$ cat src/lobm_pkg.sv
`timescale 1ns / 1ps
package lobm_pkg;

  localparam int ORDER_SLOTS_DEF  = 32;
  localparam int ARRIVAL_BITS_DEF = 32;
  localparam int AVAIL_W          = 40;

  typedef enum logic [1:0] {
    MODE_SUBMIT = 2'd0,
    MODE_CANCEL = 2'd1,
    MODE_QUERY  = 2'd2,
    MODE_NONE   = 2'd3
  } mode_t;

  localparam logic [2:0] TYPE_LIMIT  = 3'd0;
  localparam logic [2:0] TYPE_GTC    = 3'd1;
  localparam logic [2:0] TYPE_MARKET = 3'd2;
  localparam logic [2:0] TYPE_IOC    = 3'd3;
  localparam logic [2:0] TYPE_FOK    = 3'd4;

  localparam logic [2:0] EV_ACK         = 3'd0;
  localparam logic [2:0] EV_REJECT      = 3'd1;
  localparam logic [2:0] EV_FILL        = 3'd2;
  localparam logic [2:0] EV_CANCELLED   = 3'd3;
  localparam logic [2:0] EV_CANCEL_MISS = 3'd4;
  localparam logic [2:0] EV_QUERY_FOUND = 3'd5;
  localparam logic [2:0] EV_QUERY_MISS  = 3'd6;

  localparam logic [3:0] REASON_NONE      = 4'd0;
  localparam logic [3:0] RSN_NO_ID        = 4'd1;
  localparam logic [3:0] WRONG_INSTRUMENT = 4'd2;
  localparam logic [3:0] RSN_BAD_QTY      = 4'd3;
  localparam logic [3:0] RSN_DUP_ID       = 4'd4;
  localparam logic [3:0] RSN_BAD_PRICE    = 4'd5;
  localparam logic [3:0] RSN_SELF_TRADE   = 4'd6;
  localparam logic [3:0] RSN_FOK_SHORT    = 4'd7;
  localparam logic [3:0] RSN_LEFTOVER     = 4'd8;
  localparam logic [3:0] BOOK_FULL        = 4'd9;

  typedef struct packed {
    logic [31:0]        oid;
    logic               side;
    logic signed [31:0] price;
    logic signed [31:0] remaining;
    logic [15:0]        participant;
  } slot_t;

  typedef struct packed {
    logic               cancel;
    logic [31:0]        oid;
    logic               side;
    logic               market;
    logic signed [31:0] price;
    logic [15:0]        participant;
  } scan_ctx_t;

  typedef struct packed {
    logic               found;
    slot_t              found_ent;
    logic               selfx;
    logic [AVAIL_W-1:0] avail;
    logic               free_found;
    logic               bid_p;
    slot_t              bid_ent;
    logic               ask_p;
    slot_t              ask_ent;
  } scan_res_t;

  typedef struct packed {
    logic [2:0]         event_kind;
    logic [31:0]        event_order_id;
    logic [31:0]        counter_order_id;
    logic               event_side;
    logic signed [31:0] event_price;
    logic signed [31:0] event_quantity;
    logic [3:0]         reason;
    logic signed [31:0] best_bid_price;
    logic               bid_present;
    logic signed [31:0] best_ask_price;
    logic               ask_present;
    logic               last;
  } res_t;

endpackage

$ cat src/lobm_slot_mem.sv
`timescale 1ns / 1ps
module lobm_slot_mem import lobm_pkg::*; #(
  parameter int ORDER_SLOTS  = ORDER_SLOTS_DEF,
  parameter int ARRIVAL_BITS = ARRIVAL_BITS_DEF,
  localparam int SLOT_W = $clog2(ORDER_SLOTS)
) (
  input  logic                    clk,
  input  logic                    we,
  input  logic                    arr_we,
  input  logic [SLOT_W-1:0]       wa,
  input  slot_t                   wd,
  input  logic [ARRIVAL_BITS-1:0] warr,
  input  logic                    re,
  input  logic [SLOT_W-1:0]       ra,
  output slot_t                   rd,
  output logic [ARRIVAL_BITS-1:0] rd_arr
);

  slot_t                   ent_mem [ORDER_SLOTS];
  logic [ARRIVAL_BITS-1:0] arr_mem [ORDER_SLOTS];

  always_ff @(posedge clk) begin
    if (we) begin
      ent_mem[wa] <= wd;
    end
    if (arr_we) begin
      arr_mem[wa] <= warr;
    end
    if (re) begin
      rd     <= ent_mem[ra];
      rd_arr <= arr_mem[ra];
    end
  end

endmodule

$ cat config.mk
export PLATFORM = sky130hd
export DESIGN_NAME = lobm_slot_mem
export DESIGN_NICKNAME = d
export VERILOG_FILES = /design/src/lobm_pkg.sv /design/src/lobm_slot_mem.sv
export SDC_FILE = /design/constraint.sdc
export NUM_CORES = 2
export LEC_CHECK = 0
export BUFFER_PORTS_ARGS = -buffer_cell sky130_fd_sc_hd__buf_2
export CAP_MARGIN = 0
export CORE_AREA = 2 2 413 825
export CTS_CLUSTER_SIZE = 24
export DETAILED_ROUTE_END_ITERATION = 12
export DIE_AREA = 0 0 415 827
export PLACE_DENSITY = 0.66
export SLEW_MARGIN = 15
export SYNTH_ARGS = -nofsm -noshare
export SYNTH_HDL_FRONTEND = slang
export SYNTH_MEMORY_MAX_BITS = 65536
export SYNTH_SLANG_ARGS = --single-unit
$ cat constraint.sdc
create_clock -name clk -period 11.5 [get_ports clk]
set_input_delay 0.575 -clock clk [delete_from_list [all_inputs] [get_ports clk]]
set_output_delay 0.575 -clock clk [all_outputs]
set_load 0.03 [all_outputs]
# Word level (Yosys, flattened, before mapping)
# Memory sizes are Yosys's and may differ from the RTL's. A register that Yosys moved wholly into a read port is not among the register bits.
# Index checks and enable logic that the tools add are counted.
[classes]
addsub = 0
n_mul = 0
div_mod_pow = 0
n_lt_le_gt_ge = 0
n_eq_ne = 0
shifts = 0
muxes = 4
bitwise = 0
reduce_logical = 0
[op_table]
columns = ["cell", "count"]
rows = [
  ["1-bit two-way mux", 4],
]
[totals]
register_bits = 0
latch_bits = 0
mem_bits_rw = 4640
romBits = 0
input_bits = 159
out_inout_bits = 145
elab_cells = 6
mem_count = 2
[memory_table]
columns = ["memory", "words", "word_bits", "rd", "rd_clocked_by_memory_dff", "wr", "line", "source"]
rows = [
  ["ent_mem", 32, 113, 1, 1, 1, "lobm_slot_mem.sv:19", "slot_t ent_mem [ORDER_SLOTS];"],
  ["arr_mem", 32, 32, 1, 1, 1, "lobm_slot_mem.sv:20", "logic [ARRIVAL_BITS-1:0] arr_mem [ORDER_SLOTS];"],
]

# Logic depth before layout (Yosys ltp)
[logic_depth]
word_depth = 2
ltp_mapped = 9
depth_no_buf = 4

# Worst setup path after synthesis
# Ideal clock, no wire load.
[synth_timing]
path_type = "input -> register"
from = "input port wa[2]"
to = "memory ent_mem[5][0] in the netlist's numbering, enable pin"
setup_time_ps = 587
t_arrival_ps = 6121
required_time_ps = 10913
path_slack_ps = 4792
cell_stages = 4
n_path_buf = 2
path_cell_list = "clkbuf_1 -> or3b_2 -> clkbuf_1 -> nor2_1"
[synth_lines]
columns = ["item", "line", "source"]
rows = [
  ["start, declared", "lobm_slot_mem.sv:10", "input logic [SLOT_W-1:0] wa,"],
  ["end, declared", "lobm_slot_mem.sv:19", ""],
]
# Straight into the memory's write port.

# Final worst setup path
[layout_timing]
from = "input port wa[1]"
to = "memory ent_mem[17][13] in the netlist's numbering, enable pin"
# Straight into the memory's write port.

==> flow_summary_export.csv <==
group,metric,value,unit
run_status,status,"complete, no violations",
timing,layout_worst_path_cycle_share,0.3229,
setup_path,cp.arrival,4.24,ns
final_layout,fillers,23460,
timing,tns,0,ns
synth,synth.largest_area_cell,"sky130_fd_sc_hd__edfxtp_1",
setup_path,critical_path.startpoint_type,"input pin",
route,routed-via-count,83360,
route,avgViaCountPerCell,6.626,
final_layout,share_of_layout_cells_above_drive_strength_1,0.2770,
timing,worst_slack,7.787,ns
timing,fmax,269.3,MHz
route,post_detailed_route_count_of_antenna_violating_nets,0,
clock_tree,post_cts.resized_instances,0,
synth,synthesis.yosys.warnings,0,
die,core.rowCount,302,
final_layout,area_growth,11.32,%
synth,synth_top_area_frac,0.8081,
clock_tree,cts-root-to-sink-buffers,4,
setup_path,critical_path.most_common_cell,"sky130_fd_sc_hd__buf_4",
grt,grt_use_met2,0.4209,
setup_path,critical_path.slowest_cell,"sky130_fd_sc_hd__nor2_4",
final_layout,finish.net_count,7982,
place,dpl.hpwl,210500,µm
clock_tree,cts-htree-levels,5,
final_layout,utilization,0.5873,
worst_hold_path,holdCritPathClass,"input pin to flip-flop",
die,initial_core_util,0.5275,
timing,fin_skew,0.06071,ns
route,finalWirelength,447400,µm
die,design.die.area,343200,µm²
synth,synth-seq-cells,4785,
grt,grt_usage,0.2593,
grt,use_met3,0.06227,
clock_tree,post-cts-setup-buffer-count,0,
grt,via_count_of_the_first_global_routing_pass,83360,
route,avgRoutedWirePerCell,35.56,µm
clock_tree,number_of_clock_buffers_inserted_by_tritoncts,405,
place,post_dp_cell_area,184800,µm²
timing,maxSlewHeadroom,0.2412,
setup_path,timing_worst_setup_path_type,"input pin to flip-flop",
clock_tree,clk-insertion-delay-late,0.97,ns
die,die_height,827,µm
place,pre_cts_ws,6.762,ns
clock_tree,clock_tree_from_tritoncts,"built",
grt,globalRouteOverflowTotal,0,
route,drt-initial-drc-count,10920,
place,numPortBuffers,303,
clock_tree,hold_buffers,0,
timing,final.min_clock_period,3.713,ns
timing,worst_hold_slack,0.08138,ns
route,drc,0,
setup_path,worst_path_largest_cell_delay,1.07,ns
timing,transition_at_the_pin_with_the_smallest_max_transition_slack,1.138,ns
setup_path,worstPathMaxFanout,38,
die,core_area,337100,µm²
pwr,ir_drop,0.0001589,V
pwr,fin_total_pwr,34.87,mW
place,post-place-cells,11820,
grt,grt_pass1_wl,625300,µm
pwr,power_leakage,61.01,nW
grt,grt_start_max_net_pins,141,
synth,post_synth.cell_area_avg,24.22,µm²
place,weighted_congestion_reported_at_the_end_of_routability_driven_placement,0.7317,
pwr,power-per-cell-area,176.2,nW/µm²
synth,synthTopCellsByArea,"sky130_fd_sc_hd__edfxtp_1 81%, sky130_fd_sc_hd__mux4_2 14%, sky130_fd_sc_hd__o22ai_1 1.8%",
grt,met1_track_usage_gr,0.3586,
die,num_io_pins,304,
synth,postSynthNetCount,7500,
grt,grt_antenna_before_repair,89,
final_layout,design_area_final,197900,µm²
timing,number_of_hold_violations_in_the_final_report,0,
route,drtPass1Iterations,6,
timing,rsz0062_at_grt,"false",
setup_path,endpoint_kind,"flip-flop",
synth,synth_sequential_area_ratio,0.8081,
final_layout,layoutNonFillerInstCount,12580,
clock_tree,cts.clk_slew.worst_paths,0.07,ns
setup_path,chain_of_cells_forming_the_critical_path,"buf_2, nand3b_1, nor2_4, buf_4, buf_4",
setup_path,worst-endpoint-required,12.03,ns
timing,final_setup_violations,0,
clock_tree,cts_root_buf,"sky130_fd_sc_hd__clkbuf_16",
timing,report.final.slew_viol_count,0,
clock_tree,cts.sink_count,4785,
synth,syn_inst,7341,
die,die-width,415,µm
job,max_cap_violations,0,
synth,synthDistinctLibCells,30,
synth,syn_area,177800,µm²
grt,globalRoute.busiestLayer,"met2",
==> path summary, 6_finish.rpt <==
| path | start | to | slack, ns | cells past startpoint |
|---|---|---|---|---|
| worst min-delay path | wd[98] | ent_mem[7][98] | 0.08 | 1 |
| worst max-delay path | wa[1] | ent_mem[17][13] | 7.79 | 5 |
| worst max register to register | ent_mem[17][109] | rd[109] | 9.67 | 3 |
| worst min register to register | arr_mem[30][28] | rd_arr[28] | 0.77 | 3 |
==> cells in the mapped netlist <==
| cell type | n |
|---|---|
| sky130_fd_sc_hd__a22oi_1 | 120 |
| sky130_fd_sc_hd__and2_1 | 1 |
| sky130_fd_sc_hd__and3_1 | 1 |
| sky130_fd_sc_hd__buf_1 | 24 |
| sky130_fd_sc_hd__buf_12 | 1 |
| sky130_fd_sc_hd__buf_2 | 143 |
| sky130_fd_sc_hd__buf_4 | 43 |
| sky130_fd_sc_hd__buf_6 | 65 |
| sky130_fd_sc_hd__buf_8 | 1 |
| sky130_fd_sc_hd__clkbuf_1 | 124 |
| sky130_fd_sc_hd__clkbuf_4 | 8 |
| sky130_fd_sc_hd__edfxtp_1 | 4785 |
| sky130_fd_sc_hd__mux2i_1 | 160 |
| sky130_fd_sc_hd__mux4_2 | 1080 |
| sky130_fd_sc_hd__nand2_1 | 6 |
| sky130_fd_sc_hd__nand2_2 | 1 |
| sky130_fd_sc_hd__nand2b_1 | 1 |
| sky130_fd_sc_hd__nand3_1 | 43 |
| sky130_fd_sc_hd__nand3_2 | 1 |
| sky130_fd_sc_hd__nand3b_1 | 5 |
| sky130_fd_sc_hd__nand4_1 | 20 |
| sky130_fd_sc_hd__nor2_1 | 69 |
| sky130_fd_sc_hd__nor2b_1 | 4 |
| sky130_fd_sc_hd__nor3b_1 | 1 |
| sky130_fd_sc_hd__nor4_1 | 99 |
| sky130_fd_sc_hd__nor4_2 | 26 |
| sky130_fd_sc_hd__o22ai_1 | 500 |
| sky130_fd_sc_hd__or2_2 | 2 |
| sky130_fd_sc_hd__or3_1 | 2 |
| sky130_fd_sc_hd__or3b_2 | 5 |
==> logic make-up (layout without fill, tap and decap cells) <==
group | after synthesis | after routing | share of synthesized area
and+or+nand+nor | 287 | 287 | 0.009789
muxes | 1240 | 1240 | 0.1458
buffers and inverters | 409 | 1211 | 0.01362
DFF | 4785 | 4785 | 0.8081
AOI/OAI and AO/OA | 620 | 620 | 0.02266
other | 0 | 29 | 0
==> critical path: cells and delay by family <==
kind / cells / cell delay, ns
buffers and inverters: 3 / 1.75
AND/OR/NAND/NOR: 2 / 1.73
==> per-layer routing <==
metal	wire, µm	part of all wire
met1	168100	0.38
met2	219700	0.49
met3	47800	0.11
met4	11320	0.025
met5	496	0.0011
==> placed cells by master, fill, tap and decap left out, drive strengths merged <==
cell,n
mux4,1080
nor2,69
mux2i,160
bufinv,44
and3,1
buf,484
o22ai,500
nand4,20
or3b,5
nor3b,1
nand3b,5
or3,2
clkinvlp,24
clkinv,166
a22oi,120
nor4,125
nand2b,1
nand2,7
edfxtp,4785
nor2b,4
inv,11
clkbuf,482
and2,1
nand3,44
or2,2
diode,29
==> registers in the layout (all words and copies together), names as in the netlist <==
register / count
arr_mem: 1024
ent_mem: 3616
rd: 113
rd_arr: 32
==> area by class of cell <==
type	instances	area (µm²)	share of cell area
Clock buffer	482	10570	0.05341
Antenna cell	29	72.57	0.0003666
Timing Repair Buffer	484	3303	0.01669
Tap cell	4408	5515	0.02786
Multi-Input combinational cell	2147	32290	0.1631
Clock inverter	245	2496	0.01261
Sequential cell	4785	143700	0.7259
==> report_power, final <==
part | total, mW | switching, mW | internal (mW)
clock | 13.7 | 6.17 | 7.57
combinational | 1.58 | 1.01 | 0.565
sequential | 19.6 | 0.0915 | 19.5
total | 34.9 | 7.28 | 27.6
Note: power is estimated with default switching activity, not from simulation.
