### src/lobm_pkg.sv
`timescale 1ns / 1ps
package lobm_pkg;

  localparam int ORDER_SLOTS_DEF  = 32;
  localparam int ARRIVAL_BITS_DEF = 32;
  localparam int AVAIL_W          = 40;

  typedef enum logic [1:0] {
    MODE_SUBMIT = 2'd0,
    MODE_CANCEL = 2'd1,
    MODE_QUERY  = 2'd2,
    MODE_NONE   = 2'd3
  } mode_t;

  localparam logic [2:0] TYPE_LIMIT  = 3'd0;
  localparam logic [2:0] TYPE_GTC    = 3'd1;
  localparam logic [2:0] TYPE_MARKET = 3'd2;
  localparam logic [2:0] TYPE_IOC    = 3'd3;
  localparam logic [2:0] TYPE_FOK    = 3'd4;

  localparam logic [2:0] EV_ACK         = 3'd0;
  localparam logic [2:0] EV_REJECT      = 3'd1;
  localparam logic [2:0] EV_FILL        = 3'd2;
  localparam logic [2:0] EV_CANCELLED   = 3'd3;
  localparam logic [2:0] EV_CANCEL_MISS = 3'd4;
  localparam logic [2:0] EV_QUERY_FOUND = 3'd5;
  localparam logic [2:0] EV_QUERY_MISS  = 3'd6;

  localparam logic [3:0] REASON_NONE      = 4'd0;
  localparam logic [3:0] RSN_NO_ID        = 4'd1;
  localparam logic [3:0] WRONG_INSTRUMENT = 4'd2;
  localparam logic [3:0] RSN_BAD_QTY      = 4'd3;
  localparam logic [3:0] RSN_DUP_ID       = 4'd4;
  localparam logic [3:0] RSN_BAD_PRICE    = 4'd5;
  localparam logic [3:0] RSN_SELF_TRADE   = 4'd6;
  localparam logic [3:0] RSN_FOK_SHORT    = 4'd7;
  localparam logic [3:0] RSN_LEFTOVER     = 4'd8;
  localparam logic [3:0] BOOK_FULL        = 4'd9;

  typedef struct packed {
    logic [31:0]        oid;
    logic               side;
    logic signed [31:0] price;
    logic signed [31:0] remaining;
    logic [15:0]        participant;
  } slot_t;

  typedef struct packed {
    logic               cancel;
    logic [31:0]        oid;
    logic               side;
    logic               market;
    logic signed [31:0] price;
    logic [15:0]        participant;
  } scan_ctx_t;

  typedef struct packed {
    logic               found;
    slot_t              found_ent;
    logic               selfx;
    logic [AVAIL_W-1:0] avail;
    logic               free_found;
    logic               bid_p;
    slot_t              bid_ent;
    logic               ask_p;
    slot_t              ask_ent;
  } scan_res_t;

  typedef struct packed {
    logic [2:0]         event_kind;
    logic [31:0]        event_order_id;
    logic [31:0]        counter_order_id;
    logic               event_side;
    logic signed [31:0] event_price;
    logic signed [31:0] event_quantity;
    logic [3:0]         reason;
    logic signed [31:0] best_bid_price;
    logic               bid_present;
    logic signed [31:0] best_ask_price;
    logic               ask_present;
    logic               last;
  } res_t;

endpackage

### src/lobm_scan.sv
`timescale 1ns / 1ps
module lobm_scan import lobm_pkg::*; #(
  parameter int ORDER_SLOTS  = ORDER_SLOTS_DEF,
  parameter int ARRIVAL_BITS = ARRIVAL_BITS_DEF,
  localparam int SLOT_W = $clog2(ORDER_SLOTS)
) (
  input  logic                    clk,
  input  logic                    clear,
  input  logic                    ent_vld,
  input  logic [SLOT_W-1:0]       ent_idx,
  input  logic                    ent_live,
  input  slot_t                   ent,
  input  logic [ARRIVAL_BITS-1:0] ent_arr,
  input  scan_ctx_t               ctx,
  output scan_res_t               res,
  output logic [SLOT_W-1:0]       found_idx,
  output logic [SLOT_W-1:0]       free_idx,
  output logic [SLOT_W-1:0]       bid_idx,
  output logic [SLOT_W-1:0]       ask_idx
);

  logic [ARRIVAL_BITS-1:0] bid_arr;
  logic [ARRIVAL_BITS-1:0] ask_arr;
  logic                    id_hit;
  logic                    excl;
  logic                    trad;
  logic                    bid_better;
  logic                    ask_better;

  always_comb begin
    id_hit = ent_live && (ent.oid == ctx.oid);
    // a cancelled order no longer counts toward the best prices
    excl   = ctx.cancel && id_hit;
    trad   = ent_live && (ent.side != ctx.side) &&
             (ctx.market || (ctx.side ? ($signed(ent.price) >= $signed(ctx.price))
                                      : ($signed(ent.price) <= $signed(ctx.price))));
    bid_better = ent_live && !excl && !ent.side &&
                 (!res.bid_p || ($signed(ent.price) > $signed(res.bid_ent.price)) ||
                  ((ent.price == res.bid_ent.price) && (ent_arr < bid_arr)));
    ask_better = ent_live && !excl && ent.side &&
                 (!res.ask_p || ($signed(ent.price) < $signed(res.ask_ent.price)) ||
                  ((ent.price == res.ask_ent.price) && (ent_arr < ask_arr)));
  end

  always_ff @(posedge clk) begin
    if (clear) begin
      res.found      <= 1'b0;
      res.selfx      <= 1'b0;
      res.avail      <= '0;
      res.free_found <= 1'b0;
      res.bid_p      <= 1'b0;
      res.ask_p      <= 1'b0;
    end else if (ent_vld) begin
      if (id_hit && !res.found) begin
        res.found     <= 1'b1;
        res.found_ent <= ent;
        found_idx     <= ent_idx;
      end
      if (trad) begin
        res.avail <= res.avail + {{(AVAIL_W-32){1'b0}}, ent.remaining};
        if (ent.participant == ctx.participant) begin
          res.selfx <= 1'b1;
        end
      end
      if (!ent_live && !res.free_found) begin
        res.free_found <= 1'b1;
        free_idx       <= ent_idx;
      end
      if (bid_better) begin
        res.bid_p   <= 1'b1;
        res.bid_ent <= ent;
        bid_arr     <= ent_arr;
        bid_idx     <= ent_idx;
      end
      if (ask_better) begin
        res.ask_p   <= 1'b1;
        res.ask_ent <= ent;
        ask_arr     <= ent_arr;
        ask_idx     <= ent_idx;
      end
    end
  end

endmodule

### config.mk
export PLATFORM = sky130hd
export DESIGN_NAME = lobm_scan
export DESIGN_NICKNAME = d
export VERILOG_FILES = /design/src/lobm_pkg.sv /design/src/lobm_scan.sv
export SDC_FILE = /design/constraint.sdc
export NUM_CORES = 1
export LEC_CHECK = 0
export BUFFER_PORTS_ARGS = -buffer_cell sky130_fd_sc_hd__buf_4
export CORE_AREA = 2 2 249 251
export CTS_CLUSTER_DIAMETER = 40
export DETAILED_ROUTE_END_ITERATION = 8
export DIE_AREA = 0 0 251 253
export PLACE_DENSITY = 0.55
export RECOVER_POWER = 25
export SLEW_MARGIN = 10
export SYNTH_ARGS = -nofsm -noshare
export SYNTH_HDL_FRONTEND = slang
export SYNTH_SLANG_ARGS = --single-unit
export TNS_END_PERCENT = 100
### constraint.sdc
create_clock -name clk -period 16.85 [get_ports clk]
set_input_delay 1.685 -clock clk [delete_from_list [all_inputs] [get_ports clk]]
set_output_delay 1.685 -clock clk [all_outputs]
set_load 0.01 [all_outputs]
# [Word-level counts from Yosys, hierarchy flattened]
# Index checks and enable logic that the tools add are counted.
# Widths: inputs -> output; s select.
[totals] regBits=468 in_bits=237
[classes] addsub=1 magnitude_cmp=6 n_eq_ne=5 n_mux=1 bitwise=1 reduce_logical=35
[ops] op="$eq 32x32->1" n=3
[ops] op="$lt 32x32->1" n=3
[ops] op="$add 40x32->40" n=1
[ops] op="$ge 32x32->1" n=1
[ops] op="$gt 32x32->1" n=1
[ops] op="$le 32x32->1" n=1
[ops] op="$eq 16x16->1" n=1
[ops] op="$reduce_and 3->1" n=5
[ops] op="$logic_and 1x1->1" n=13
[ops] op="$reduce_and 2->1" n=5
[ops] op="$logic_not 1->1" n=7
[ops] op="$logic_or 1x1->1" n=5
[ops] op="$mux 1" n=1
[ops] op="$ne 1x1->1" n=1
[ops] op="$not 1->1" n=1

# [Depth between registers and ports, before layout]
[depth] word_depth=8 mapped_depth=12 depth_no_buf=12

# [Worst setup path before layout]
# OpenSTA, ideal clock, no wires.
[synth_timing] path_kind="input to register" start="input ctx[63] in the netlist's numbering" end="register found_idx[0], enable pin" arrival_time_ns=10.846 path_slack_ns=5.260 stages=6 n_path_buf=0 cell_sequence="xnor2_1 -> nand4_1 -> nor4_1 -> nand4_1 -> or4_1 -> nor3_1"
[synth_via] elab_chain_len=4
[synth_rtl] item="start: declaration" line_no="lobm_scan.sv:14" rtl="input scan_ctx_t ctx,"
[synth_rtl] item="$eq 32x32->1" line_no="lobm_scan.sv:31" rtl="id_hit = ent_live && (ent.oid == ctx.oid);"
[synth_rtl] item="$logic_and 1x1->1" line_no="lobm_scan.sv:31"
[synth_rtl] item="$logic_and 1x1->1" line_no="lobm_scan.sv:54" rtl="if (id_hit && !res.found) begin"
[synth_rtl] item="$reduce_and 3->1 (no source line)"
[synth_rtl] item="end signal: assignment" line_no="lobm_scan.sv:57" rtl="found_idx <= ent_idx;"
[synth_rtl] item="end: declaration" line_no="lobm_scan.sv:16" rtl="output logic [SLOT_W-1:0] found_idx,"
# Every way passes these cells.
# A chain may end at the register's enable or synchronous reset.

# [Final worst setup path]
[layout_timing] start="input ent_arr[9]" end="register res[144] in the netlist's numbering, enable pin"
[layout_via] elab_chain_len=5
[layout_rtl] item="start: declaration" line_no="lobm_scan.sv:13" rtl="input logic [ARRIVAL_BITS-1:0] ent_arr,"
[layout_rtl] item="$lt 32x32->1" line_no="lobm_scan.sv:39" rtl="((ent.price == res.bid_ent.price) && (ent_arr < bid_arr)));"
[layout_rtl] item="$logic_and 1x1->1" line_no="lobm_scan.sv:39"
[layout_rtl] item="$logic_or 1x1->1" line_no="lobm_scan.sv:38" rtl="(!res.bid_p || ($signed(ent.price) > $signed(res.bid_ent.price)) ||"
[layout_rtl] item="$logic_and 1x1->1" line_no="lobm_scan.sv:37" rtl="bid_better = ent_live && !excl && !ent.side &&"
[layout_rtl] item="$reduce_and 3->1 (no source line)"
[layout_rtl] item="end: declaration" line_no="lobm_scan.sv:15" rtl="output scan_res_t res,"
# Every way passes these cells.

==> metrics.cfg <==
[timing]
slew_viol_final = 0
max_freq_mhz = 205.1
tns_ns = 0
maxSlewHeadroom = 0.2048
finalSetupViolCount = 0
hold_viol = 0
fin_worst_skew_ns = 0.02712
holdWs_ns = 0.4735
fin_ws_ns = 11.97
fin_crit_sh = 0.2894
fin_crit_ns = 4.876
tightest_slew_ns = 1.193
rsz0062_at_grt = no

[route]
dr.pass1.iters = 5
ant_nets = 0
vias_per_cell = 4.762
wl_met3_mm = 5.310
drcViolationCount = 0
wl_per_cell_um = 21.26
routed-via-count = 14580
wl_met2_mm = 32.03
top_layer = met4
routed_wl_mm = 65.07
drt_iter0_drc = 667
drt-met1-wl_mm = 26.19

[floorplan]
die_area_um2 = 63500
io-pin-count = 641
num_rows = 91
core_area_um2 = 61030
die-height_um = 253
start_util = 0.3389
die_w_um = 251

[worst_hold_path]
min_path_cells = 2
min_to = res[269]
min_from = res[269]
hp-class = reg -> reg

[yosys]
synth_common_cells = edfxtp_1 (423), ha_1 (190), inv_1 (182), a21oi_1 (86), nor2_1 (69)
ys_seq_elements = 468
synth_cell_types = 60
avgSynthCellArea_um2 = 14.04
ys_async_sr_fraction = 0
synth_top_area_cell = edfxtp_1
syn-instance-count = 1473
yosysSeqAreaShare = 0.6578
synthFlopType = edfxtp_1
yosys-top-cells-area = edfxtp_1 (61%), ha_1 (11%), dfxtp_1 (4.4%)
ys_warn_count = 0
synth_edf_count = 423
synth_most_common_cell = edfxtp_1
syn_area_um2 = 20680
netlist.area_leader.share = 0.6142
syn_nets = 1901

[place]
place.gp.congestion = 0.8939
placed_cell_area_um2 = 26480
hpwl_mm = 49.31
place_ws_ns = 11.34
io_buffers = 640

[clock_tree]
clockRootBuffer = clkbuf_16
htreeDepth = 3
cts_num_sinks = 468
cts_resized = 0
clockBufferDepth = 3
cts_tree = yes
clk_pin_slew_ns = 0.06
clk_latency_ns = 0.63
holdBufCountCts = 0
postCtsSetupRepairBufs = 0
cts_inserted_buffers = 90

[worst_setup_path]
cp_max_fo = 66
critPathLaunch = ent_arr[9]
critPathLaunchType = input pin
cp.required_ns = 17.08
r2r_start = bid_arr[9]
endpoint_kind = flip-flop
rr_worst_depth = 12
crit_type = in -> reg
r2r_end = res[144]
worst-r2r-setup-slack_ns = 12.83
arrival_ns = 5.11

[grt]
grt_pass1_vias = 14840
grt_overflow = 0
grt_start_max_net_pins = 151
grt_pass1_wl_mm = 94.04
grt.total_usage = 0.1978
antenna_found_initial = 1

[layout]
stdcell_area_um2 = 29080
syn2layout_area_growth_pct = 40.60
nFillCells = 5475
nNetsFinal = 2625
drive_above_1_share = 0.3048

[power_and_ir_drop]
powerDensity_nw_per_um2 = 113.9
power_uw = 3311
vdd_drop_max_mv = 0.08650
p_leak_uw = 0.01230

[outcome]
status = completed

[flow_run]
drv_cap = 0

-- sequential cells by signal (all words and copies together) (netlist names) --
register / cells
res: 384
ask_arr: 32
bid_arr: 32
ask_idx: 5
bid_idx: 5
found_idx: 5
free_idx: 5
-- kinds of logic (layout without fill, tap and decap cells) --
logic type,after synthesis,count (layout),share of synthesized area
AO/OA/AOI/OAI,258,258,0.08022
buffers and inverters,198,995,0.03709
adder cells (fa/ha/maj),191,191,0.1159
other,0,1,0
XOR/XNOR,73,73,0.03092
flip-flops,468,468,0.6578
AND/OR/NAND/NOR,256,256,0.06353
multiplexers,29,29,0.01458
-- where the power goes --
group	switching (uW)	internal (uW)
clock network	643	1140
registers	8.33	1290
logic	133	99.4
-- how the worst max path moves through the flow --
stage,to,slack [ns],cells past startpoint
floorplan,found_idx[0],5.26,6
global placement,res[115],11.36,12
detailed placement,res[127],11.34,11
CTS,res[131],11.99,11
global route,res[131],11.75,12
finish,res[144],11.97,12
-- layout by cell type (no fill, tap or decap), types with 4 or more instances in the layout --
master,netlist,layout
inv_6,0,11
clkinv_4,0,12
nand2_1,44,43
xnor2_1,62,62
mux2_2,6,6
o21ai_0,41,41
nand4_1,52,52
o2111ai_1,5,5
clkbuf_16,0,91
bufinv_16,0,8
edfxtp_1,423,423
xor2_1,11,11
inv_1,182,182
clkinv_2,0,8
nand2b_1,8,8
or2_2,4,4
nand3_1,14,14
inv_16,0,4
a31oi_1,4,4
a21oi_1,86,85
mux2i_1,20,20
o22ai_1,5,5
buf_4,2,523
a211oi_1,13,13
nor2b_1,19,19
clkinvlp_4,0,10
nor3_1,13,12
nand3b_1,5,5
clkbuf_1,9,129
ha_1,190,190
o21a_1,12,12
nor4_1,7,7
a21o_1,57,57
clkinv_1,1,10
dfxtp_1,45,45
o21bai_1,8,8
nor2_1,69,69
and3_1,8,8
-- layout make-up --
class / count / area, um2 / area share
tap: 790 / 988.4 / 0.03399
antenna: 1 / 2.502 / 0.00008606
inverter: 183 / 686.9 / 0.02362
timing repair buffer: 647 / 4408 / 0.1516
sequential: 468 / 13600 / 0.4678
multi-input combinational: 807 / 6335 / 0.2179
clock buffer: 99 / 2327 / 0.08004
clock inverter: 66 / 725.7 / 0.02496
-- worst max-delay path, stage by stage --
cell and delay (ns):
clkbuf_1 0.11, ha_1 0.31, a21o_1 0.18, a21o_1 0.17, a21oi_1 0.14, nor2b_1 0.06
o21ai_0 0.16, a21oi_1 0.09, a211oi_1 0.58, o2111ai_1 0.34, nand2_4 0.39, buf_4 0.80
-- per-stage QoR --
stage / std cells / utilization
after floorplan: 1473 / -
after global routing: 3061 / 0.4764
final: 3061 / 0.4764
after CTS: 3060 / 0.4840
after global placement: 2895 / 0.4339
after detailed placement: 2895 / 0.4339
-- routing by layer --
layer	vias up	global-route usage
met3	79	0.06476
met5	-	0
met4	0	0.07092
li1	6939	-
met1	7077	0.2369
met2	480	0.3333
Note: power is estimated with default switching activity, not from simulation.
